File: src/gf2m_pkg.sv
// Shared types and constants for the GF(2^m) arithmetic unit.
// Holds the beat structs, the operation codes and the register indexes.
// Depends on nothing; every other file refers to it by scoped names.
`default_nettype none

package gf2m_pkg;

    // Fixed widths of the fields on the ports.
    localparam int ELEM_W     = 8;
    localparam int DEG_W      = 4;
    localparam int CFG_IDX_W  = 1;
    localparam int CFG_DATA_W = 8;

    // Lowest degree the unit works with; smaller register values are raised to it.
    localparam int MIN_DEGREE = 2;

    // Configuration register indexes.
    localparam logic [CFG_IDX_W-1:0] REG_FIELD_DEGREE   = 1'd0;
    localparam logic [CFG_IDX_W-1:0] REG_REDUCTION_POLY = 1'd1;

    // Register values after reset: x^8 + x^4 + x^3 + x + 1.
    localparam logic [DEG_W-1:0]  RESET_DEGREE = 4'd8;
    localparam logic [ELEM_W-1:0] RESET_POLY   = 8'd27;

    typedef enum logic [1:0] {
        KIND_ADD = 2'd0,
        KIND_SUB = 2'd1,
        KIND_MUL = 2'd2,
        KIND_DIV = 2'd3
    } kind_t;

    typedef struct packed {
        kind_t             kind;
        logic [ELEM_W-1:0] operand_a;
        logic [ELEM_W-1:0] operand_b;
    } in_beat_t;

    typedef struct packed {
        logic [ELEM_W-1:0] field_result;
        logic              divide_by_zero;
    } out_beat_t;

endpackage

`default_nettype wire

File: src/gf2m_arith_unit.sv
// Top level of the GF(2^m) arithmetic unit: add, subtract, multiply and divide.
// Bit-serial multiplier and bit-serial extended Euclidean inverter in one datapath.
// Depends on gf2m_pkg for the beat structs, operation codes and register indexes.
//
//   Channel   Direction  Handshake               Beat
//   in        in         in_valid / in_stall     gf2m_pkg::in_beat_t  (kind, operand_a, operand_b)
//   out       out        out_valid / out_stall   gf2m_pkg::out_beat_t (field_result, divide_by_zero)
//   cfg       in         cfg_we, cfg_index       cfg_data (field_degree, reduction_poly)
//
// An accepted add or subtract beat passes from the idle state to the done state, then to the output
// register. Multiply runs the multiplier in between, which consumes one bit of the multiplier
// operand per cycle. Divide first runs the inverter, which takes one shift, one XOR or one
// swap of its remainder registers per cycle, then the multiplier for an invertible divisor.
// Only one beat is worked on at a time; the next input beat is taken once the datapath is
// idle, even while the previous result still waits in the output register.
// A finished result that cannot enter the output register because it is full and stalled
// waits in the datapath. Reset restores degree 8 and modulus 0x11B; there is no clearing pass.
`default_nettype none

module gf2m_arith_unit #(
    parameter int MAX_DEGREE = 8
) (
    input  wire logic                                 clk,
    input  wire logic                                 rst_n,

    input  wire logic                                 in_valid,
    output logic                                      in_stall,
    input  wire gf2m_pkg::in_beat_t                   in_data,

    output logic                                      out_valid,
    input  wire logic                                 out_stall,
    output gf2m_pkg::out_beat_t                       out_data,

    input  wire logic                                 cfg_we,
    input  wire logic [gf2m_pkg::CFG_IDX_W-1:0]       cfg_index,
    input  wire logic [gf2m_pkg::CFG_DATA_W-1:0]      cfg_data
);

    // W is the widest element the datapath handles, DW holds a degree from 0 to W,
    // TW holds a scaled cofactor of the inverter.
    localparam int W  = MAX_DEGREE;
    localparam int DW = $clog2(W + 1);
    localparam int TW = 2 * W + 1;

    typedef enum logic [1:0] {
        S_IDLE,
        S_INV,
        S_MUL,
        S_DONE
    } state_t;

    // Configuration registers.
    logic [gf2m_pkg::DEG_W-1:0]  field_degree_reg;
    logic [gf2m_pkg::ELEM_W-1:0] reduction_poly_reg;

    // Control and output registers.
    state_t              state_reg;
    logic                out_valid_reg;
    gf2m_pkg::out_beat_t out_data_reg;

    // Datapath registers. The inverter keeps each remainder left-aligned so that its
    // claimed degree sits at bit W: r = poly * x^(W - d). The cofactor beside it carries
    // the same scale factor, so one remainder step is a plain XOR of both pairs.
    logic [W:0]    r0_reg;
    logic [W:0]    r1_reg;
    logic [TW-1:0] s0_reg;
    logic [TW-1:0] s1_reg;
    logic [DW-1:0] d0_reg;
    logic [DW-1:0] d1_reg;
    logic [W-1:0]  acc_reg;
    logic [W-1:0]  mul_a_reg;
    logic [W-1:0]  mul_b_reg;
    logic [DW-1:0] cnt_reg;
    logic          dz_reg;

    // Field derived from the configuration.
    logic [DW-1:0] m_eff;
    logic [W-1:0]  elem_mask;
    logic [W-1:0]  top_mask;
    logic [W-1:0]  poly_low;
    logic [W:0]    modulus;

    // Masked operands and the outgoing element.
    logic [W-1:0]                op_a;
    logic [W-1:0]                op_b;
    logic [gf2m_pkg::ELEM_W-1:0] result_elem;
    logic [gf2m_pkg::ELEM_W-1:0] result_mask;

    // Step logic.
    logic         acc_top;
    logic [W-1:0] acc_step;
    logic         inv_done;
    logic         inv_ok;
    logic         mul_last;
    logic         in_fire;
    logic         out_free;

    // ------------------------------------------------------------------
    // Configuration port. The user must write only while the unit is idle; the block does not enforce it.
    // ------------------------------------------------------------------
    always_ff @(posedge clk or negedge rst_n)
    begin
        if (!rst_n)
        begin
            field_degree_reg   <= gf2m_pkg::RESET_DEGREE;
            reduction_poly_reg <= gf2m_pkg::RESET_POLY;
        end
        else if (cfg_we)
        begin
            case (cfg_index)
                gf2m_pkg::REG_FIELD_DEGREE:
                    field_degree_reg <= cfg_data[gf2m_pkg::DEG_W-1:0];
                gf2m_pkg::REG_REDUCTION_POLY:
                    reduction_poly_reg <= cfg_data;
                default:
                begin
                end
            endcase
        end
    end

    // The degree register is clamped to the range the datapath supports.
    always_comb
    begin
        if (32'(field_degree_reg) < 32'(gf2m_pkg::MIN_DEGREE))
        begin
            m_eff = DW'(gf2m_pkg::MIN_DEGREE);
        end
        else if (32'(field_degree_reg) > 32'(W))
        begin
            m_eff = DW'(W);
        end
        else
        begin
            m_eff = DW'(field_degree_reg);
        end
    end

    // Per-bit masks: elem_mask keeps bits below m, top_mask marks bit m - 1, and the
    // modulus has its x^m term placed by the degree and the rest from the register.
    for (genvar i = 0; i < W; i++)
    begin : g_elem_bit
        assign elem_mask[i] = (DW'(i) < m_eff);
        assign top_mask[i]  = (DW'(i + 1) == m_eff);
        assign modulus[i]   = (DW'(i) == m_eff) | poly_low[i];
        if (i < gf2m_pkg::ELEM_W)
        begin : g_in_range
            assign poly_low[i] = reduction_poly_reg[i] & elem_mask[i];
            assign op_a[i]     = in_data.operand_a[i] & elem_mask[i];
            assign op_b[i]     = in_data.operand_b[i] & elem_mask[i];
        end
        else
        begin : g_above
            assign poly_low[i] = 1'b0;
            assign op_a[i]     = 1'b0;
            assign op_b[i]     = 1'b0;
        end
    end
    assign modulus[W] = (DW'(W) == m_eff);

    for (genvar i = 0; i < gf2m_pkg::ELEM_W; i++)
    begin : g_out_bit
        if (i < W)
        begin : g_in_range
            assign result_elem[i] = acc_reg[i];
            assign result_mask[i] = elem_mask[i];
        end
        else
        begin : g_above
            assign result_elem[i] = 1'b0;
            assign result_mask[i] = 1'b0;
        end
    end

    // One multiplier step, most significant bit of the multiplier first:
    // acc = acc * x mod f, then add the multiplicand when the current bit is set.
    assign acc_top  = |(acc_reg & top_mask);
    assign acc_step = ((acc_reg << 1) & elem_mask)
                    ^ (acc_top ? poly_low : '0)
                    ^ (mul_b_reg[W-1] ? mul_a_reg : '0);

    // The inverter ends when the second remainder is zero. The gcd left in r0 is one
    // exactly when r0 is aligned (top bit set) with a claimed degree of zero.
    assign inv_done = (r1_reg == '0);
    assign inv_ok   = r0_reg[W] && (d0_reg == '0);
    assign mul_last = (cnt_reg == '0);

    assign in_fire  = in_valid && !in_stall;
    assign out_free = !out_valid_reg || !out_stall;

    // ------------------------------------------------------------------
    // Datapath. Operands for every operation are loaded when a beat is taken.
    // ------------------------------------------------------------------
    always_ff @(posedge clk)
    begin
        case (state_reg)
            S_IDLE:
            begin
                if (in_valid)
                begin
                    mul_a_reg <= op_a;
                    mul_b_reg <= op_b;
                    acc_reg   <= '0;
                    cnt_reg   <= DW'(W - 1);
                    dz_reg    <= 1'b0;
                    r0_reg    <= modulus;
                    r1_reg    <= {1'b0, op_b};
                    s0_reg    <= '0;
                    s1_reg    <= TW'(1);
                    d0_reg    <= DW'(W);
                    d1_reg    <= DW'(W);
                    case (in_data.kind)
                        gf2m_pkg::KIND_ADD,
                        gf2m_pkg::KIND_SUB:
                            acc_reg <= op_a ^ op_b;
                        gf2m_pkg::KIND_DIV:
                            dz_reg <= (op_b == '0);
                        default:
                        begin
                        end
                    endcase
                end
            end

            S_INV:
            begin
                if (inv_done)
                begin
                    // The inverse is s0 with its scale x^W removed.
                    mul_b_reg <= s0_reg[2*W-1:W];
                end
                else if (!r1_reg[W])
                begin
                    // Align the divisor remainder.
                    r1_reg <= r1_reg << 1;
                    s1_reg <= s1_reg << 1;
                    d1_reg <= d1_reg - 1'b1;
                end
                else if ((r0_reg == '0) || (d0_reg < d1_reg))
                begin
                    // Degree of r0 has dropped below r1, or r0 is zero: next division round.
                    r0_reg <= r1_reg;
                    r1_reg <= r0_reg;
                    s0_reg <= s1_reg;
                    s1_reg <= s0_reg;
                    d0_reg <= d1_reg;
                    d1_reg <= d0_reg;
                end
                else if (!r0_reg[W])
                begin
                    r0_reg <= r0_reg << 1;
                    s0_reg <= s0_reg << 1;
                    d0_reg <= d0_reg - 1'b1;
                end
                else
                begin
                    // Both aligned at the same bit: subtract the shifted divisor.
                    r0_reg <= r0_reg ^ r1_reg;
                    s0_reg <= s0_reg ^ s1_reg;
                end
            end

            S_MUL:
            begin
                acc_reg   <= acc_step;
                mul_b_reg <= mul_b_reg << 1;
                cnt_reg   <= cnt_reg - 1'b1;
            end

            S_DONE:
            begin
            end

            default:
            begin
            end
        endcase
    end

    // ------------------------------------------------------------------
    // Sequencer and output register.
    // ------------------------------------------------------------------
    always_ff @(posedge clk or negedge rst_n)
    begin
        if (!rst_n)
        begin
            state_reg     <= S_IDLE;
            out_valid_reg <= 1'b0;
            out_data_reg  <= '0;
        end
        else
        begin
            if (out_valid_reg && !out_stall)
            begin
                out_valid_reg <= 1'b0;
            end

            case (state_reg)
                S_IDLE:
                begin
                    if (in_valid)
                    begin
                        case (in_data.kind)
                            gf2m_pkg::KIND_MUL:
                                state_reg <= S_MUL;
                            gf2m_pkg::KIND_DIV:
                                state_reg <= (op_b == '0) ? S_DONE : S_INV;
                            default:
                                state_reg <= S_DONE;
                        endcase
                    end
                end

                S_INV:
                begin
                    // A divisor with no inverse leaves a zero result.
                    if (inv_done)
                    begin
                        state_reg <= inv_ok ? S_MUL : S_DONE;
                    end
                end

                S_MUL:
                begin
                    if (mul_last)
                    begin
                        state_reg <= S_DONE;
                    end
                end

                S_DONE:
                begin
                    if (out_free)
                    begin
                        out_valid_reg                <= 1'b1;
                        out_data_reg.field_result   <= result_elem;
                        out_data_reg.divide_by_zero <= dz_reg;
                        state_reg                    <= S_IDLE;
                    end
                end

                default:
                    state_reg <= S_IDLE;
            endcase
        end
    end

    assign in_stall  = (state_reg != S_IDLE);
    assign out_valid = out_valid_reg;
    assign out_data  = out_data_reg;

    // ------------------------------------------------------------------
    // Assertions.
    // ------------------------------------------------------------------

    // A taken beat always starts work on it.
    assert property (@(posedge clk) disable iff (!rst_n)
        in_fire |=> (state_reg != S_IDLE))
    else $error("accepted beat did not leave the idle state");

    // A division by zero delivers a zero element.
    assert property (@(posedge clk) disable iff (!rst_n)
        (out_valid && out_data.divide_by_zero) |-> (out_data.field_result == '0))
    else $error("divide by zero flagged with a non-zero result");

    // Results never carry coefficients at or above the field degree.
    assert property (@(posedge clk) disable iff (!rst_n)
        out_valid |-> ((out_data.field_result & ~result_mask) == '0))
    else $error("result has bits at or above the field degree");

endmodule

`default_nettype wire
File: config.mk
export PLATFORM = sky130hd
export DESIGN_NAME = gf2m_arith_unit
export DESIGN_NICKNAME = d
export VERILOG_FILES = /design/src/gf2m_pkg.sv /design/src/gf2m_arith_unit.sv
export SDC_FILE = /design/constraint.sdc
export NUM_CORES = 1
export LEC_CHECK = 0
export ABC_AREA = 1
export BUFFER_PORTS_ARGS = -buffer_cell sky130_fd_sc_hd__buf_2
export CAP_MARGIN = 20
export CORE_AREA = 2 2 105 148
export CTS_CLUSTER_DIAMETER = 40
export DETAILED_ROUTE_END_ITERATION = 8
export DIE_AREA = 0 0 107 150
export SLEW_MARGIN = 20
export SYNTH_ARGS = -nofsm -noshare
export SYNTH_HDL_FRONTEND = slang
export SYNTH_SLANG_ARGS = --single-unit
File: constraint.sdc
create_clock -name clk -period 3 [get_ports clk]
set_clock_uncertainty 0.1 [all_clocks]
set_input_delay 0.75 -clock clk [delete_from_list [all_inputs] [get_ports clk]]
set_output_delay 0.75 -clock clk [all_outputs]
set_load 0.03 [all_outputs]
==> results.cfg <==
[setup_path]
timing.critical_path.cells = inv_1, ha_1, inv_1, nor2_1, a21oi_1, o21ai_0, inv_1, o21ai_0, inv_1, buf_4
timing.critical_path.from_type = flip-flop
critical_path.top_delay_family = buffers and inverters
path_buf_inv = 5
critical_path_arrival_ns = 2.37
critical_path.reg2reg.startpoint = state_reg[0]
crit_path_max_delay_cell_type = sky130_fd_sc_hd__dfrtp_1
cell_depth_of_the_worst_setup_path = 10
setup.worst_path.class = flip-flop to flip-flop
worst_path_largest_cell_delay_ns = 0.40
critical_path_end_type = flip-flop
timing.reg2reg.worst_path_depth = 10
worst_setup_path_startpoint = state_reg[0]
crit_fanout = 10
path_common_cell = sky130_fd_sc_hd__inv_1
timing.critical_path.required_ns = 2.94

[floorplan]
core_region_area_mm2 = 0.01479
rows = 53
die_area_mm2 = 0.01605
io-pin-count = 43
die_h_um = 150
horizontal_die_dimension_um = 107
start_util_pct = 41.96

[logic_synthesis]
mappedNetlistNets = 760
seq_area_frac_synth_pct = 51.89
ys_warn_count = 0
synth_edf_count = 87
synth_largest_area_cell = sky130_fd_sc_hd__edfxtp_1
postSynthAreaPerCell_um2 = 8.654
synth_common_cells = sky130_fd_sc_hd__nand2_1, sky130_fd_sc_hd__inv_1, sky130_fd_sc_hd__edfxtp_1
yosys.area.top_type_share_pct = 42.11
postSynth.topFlopCell = sky130_fd_sc_hd__edfxtp_1
yosys.cell_types.count = 40
asyncSetResetFlopFracSynth_pct = 21.62
synth.ff_latch_count = 111
synth.most_common_cell = sky130_fd_sc_hd__nand2_1
post_synth_inst_count = 717
main_area_contributors_after_synthesis = sky130_fd_sc_hd__edfxtp_1, sky130_fd_sc_hd__dfrtp_1, sky130_fd_sc_hd__nand2_1
synth.cell_area_mm2 = 0.006205

[drt]
first_iter_violations = 420
firstDrtPassIters = 7
drt-wirelength-per-cell_um = 16.72
route.detailed.vias_per_inst = 5.416
wire_length_reported_by_the_detailed_router_um = 15850
drcViolationCount = 0
route.antenna.remaining_nets = 0
vias = 5134

[min_path]
hold_class = primary input to asynchronous set/reset pin

[power]
share_clk_of_total_power_pct = 13.7
power.switching_mw = 3.656
p_leak_nw = 2.971
power.combinational.fraction_pct = 46.2
cell_int_power_mw = 4.463
report.power.total_mw = 8.119
ir_drop_mv = 0.5216
power_frac_seq_pct = 40.1
p_per_area_mw_per_mm2 = 1184
p_sw_share_pct = 45.03

[clocking]
cts_buffer_depth = 2
numClockSinks = 111
cts-hold-fix-buffers = 0
cts_resized = 0
clk_transition_reported_paths_ns = 0.07
cts_setup_buffers = 0
cts_made_buffers = 9
cts_tree = yes
clk_latency_ns = 0.35
clock_tree.htree_level_count = 3
clock_root_buffer_master = sky130_fd_sc_hd__clkbuf_16

[layout]
final_core_utilization_pct = 46.38
finalNetCount = 794
layout-drive-gt1-share_pct = 13.62
stdcell_area_mm2 = 0.006859
num-fill-cells = 1447
antennaDiodeCount = 0
syn_to_final_growth_pct = 10.55

[grt]
grt_antenna_before_repair = 0
grt_start_max_net_pins = 44
gr-usage-all-layers_pct = 20.65
number_of_global_route_vias_before_repair = 5082
gr-total-overflow = 0
global_route_wire_length_before_repair_um = 25650

[sta]
worst_slack_ns = 0.5735
fmaxAchievable_mhz = 412.1
worst-slew-pin-transition_ns = 0.7199
final-hold-violation-count = 0
maxSlewHeadroom_pct = 51.83
fin_crit_ns = 2.426
rsz0062_at_grt = false
final-max-slew-violation-count = 0
finalCritPeriodShare_pct = 80.88
setup_total_negative_slack_ns = 0
setup_viol = 0

[placement]
post_dp_cell_area_mm2 = 0.006598
place.port_buffers = 42
post-place-ws_ns = 0.5654
place.detailed.hpwl_um = 11550
place_congestion = 0.8479

[flow_run]
drv.max_cap_violation_count = 0

[status]
run_status = completed
routing by layer:
metal  routed length, µm  global-route usage, %
met4                 358                  7.987
met5                   0                      0
met2                8508                  37.71
met3                 708                  3.223
met1                6278                  24.11
power by group through the flow:
stage	registers (mW)	logic (mW)	clock network (mW)
after global placement	3.25	3.66	0
after detailed placement	3.27	3.76	0
after floorplan	3.23	2.66	0
final	3.26	3.75	1.11
after global routing	3.34	4.24	1.19
after CTS	3.25	3.77	1.13
layout make-up:
class / instances / area [µm²] / share of cell area (%)
inverter: 118 / 442.9 / 6.457
tap: 192 / 240.2 / 3.502
clock buffer: 13 / 240.2 / 3.502
multi-input combinational: 457 / 2395 / 34.91
timing repair buffer: 54 / 300.3 / 4.378
clock inverter: 3 / 21.27 / 0.3101
sequential: 111 / 3219 / 46.94
placed cells by master, fill, tap and decap left out, types with 5 or more instances in the layout:
cell type,count
sky130_fd_sc_hd__nand2_1,117
sky130_fd_sc_hd__inv_1,110
sky130_fd_sc_hd__edfxtp_1,87
sky130_fd_sc_hd__o21ai_0,72
sky130_fd_sc_hd__nor2_1,66
sky130_fd_sc_hd__buf_2,42
sky130_fd_sc_hd__o22ai_1,41
sky130_fd_sc_hd__a21oi_1,40
sky130_fd_sc_hd__nand3_1,31
sky130_fd_sc_hd__dfrtp_1,19
sky130_fd_sc_hd__buf_4,12
sky130_fd_sc_hd__ha_1,11
sky130_fd_sc_hd__clkbuf_16,9
sky130_fd_sc_hd__inv_2,8
sky130_fd_sc_hd__o221ai_1,8
sky130_fd_sc_hd__nand2_2,7
sky130_fd_sc_hd__o21ai_1,6
sky130_fd_sc_hd__nor3_1,6
sky130_fd_sc_hd__nand4_1,6
sky130_fd_sc_hd__mux2_2,6
sky130_fd_sc_hd__o211ai_1,5
sky130_fd_sc_hd__dfstp_2,5
through the flow:
step | hold slack [ns] | cells
2_1_floorplan | 0.3514 | 717
3_3_place_gp | 0.3659 | 932
3_5_place_dp | 0.3723 | 932
4_1_cts | 0.3070 | 948
5_1_grt | 0.3286 | 948
6_report | 0.2898 | 948
cells by family (layout without fill, tap and decap cells):
| kind of cell | count (synthesis) | count (layout) | share of synthesized area [%] |
|---|---|---|---|
| AO/OA/AOI/OAI | 186 | 186 | 17.10 |
| flip-flops | 111 | 111 | 51.89 |
| buffers and inverters | 149 | 188 | 9.559 |
| XOR/XNOR | 8 | 8 | 1.129 |
| adder cells (fa/ha/maj) | 11 | 11 | 2.218 |
| multiplexers | 6 | 6 | 1.089 |
| AND/OR/NAND/NOR | 246 | 246 | 17.02 |
path summary, 6_finish.rpt:
| path | slack [ns] | end |
|---|---|---|
| worst max-delay path | 0.57 | r1_reg[6] |
| worst min-delay path | 0.29 | reduction_poly_reg[5] |
| worst max register to register | 0.57 | r1_reg[6] |
| worst min register to register | 0.38 | out_data[0] |
| max in group asynchronous | 2.13 | out_data[2] |
| min in group clk | 0.38 | out_data[0] |
(Power assumes the default switching activity.)
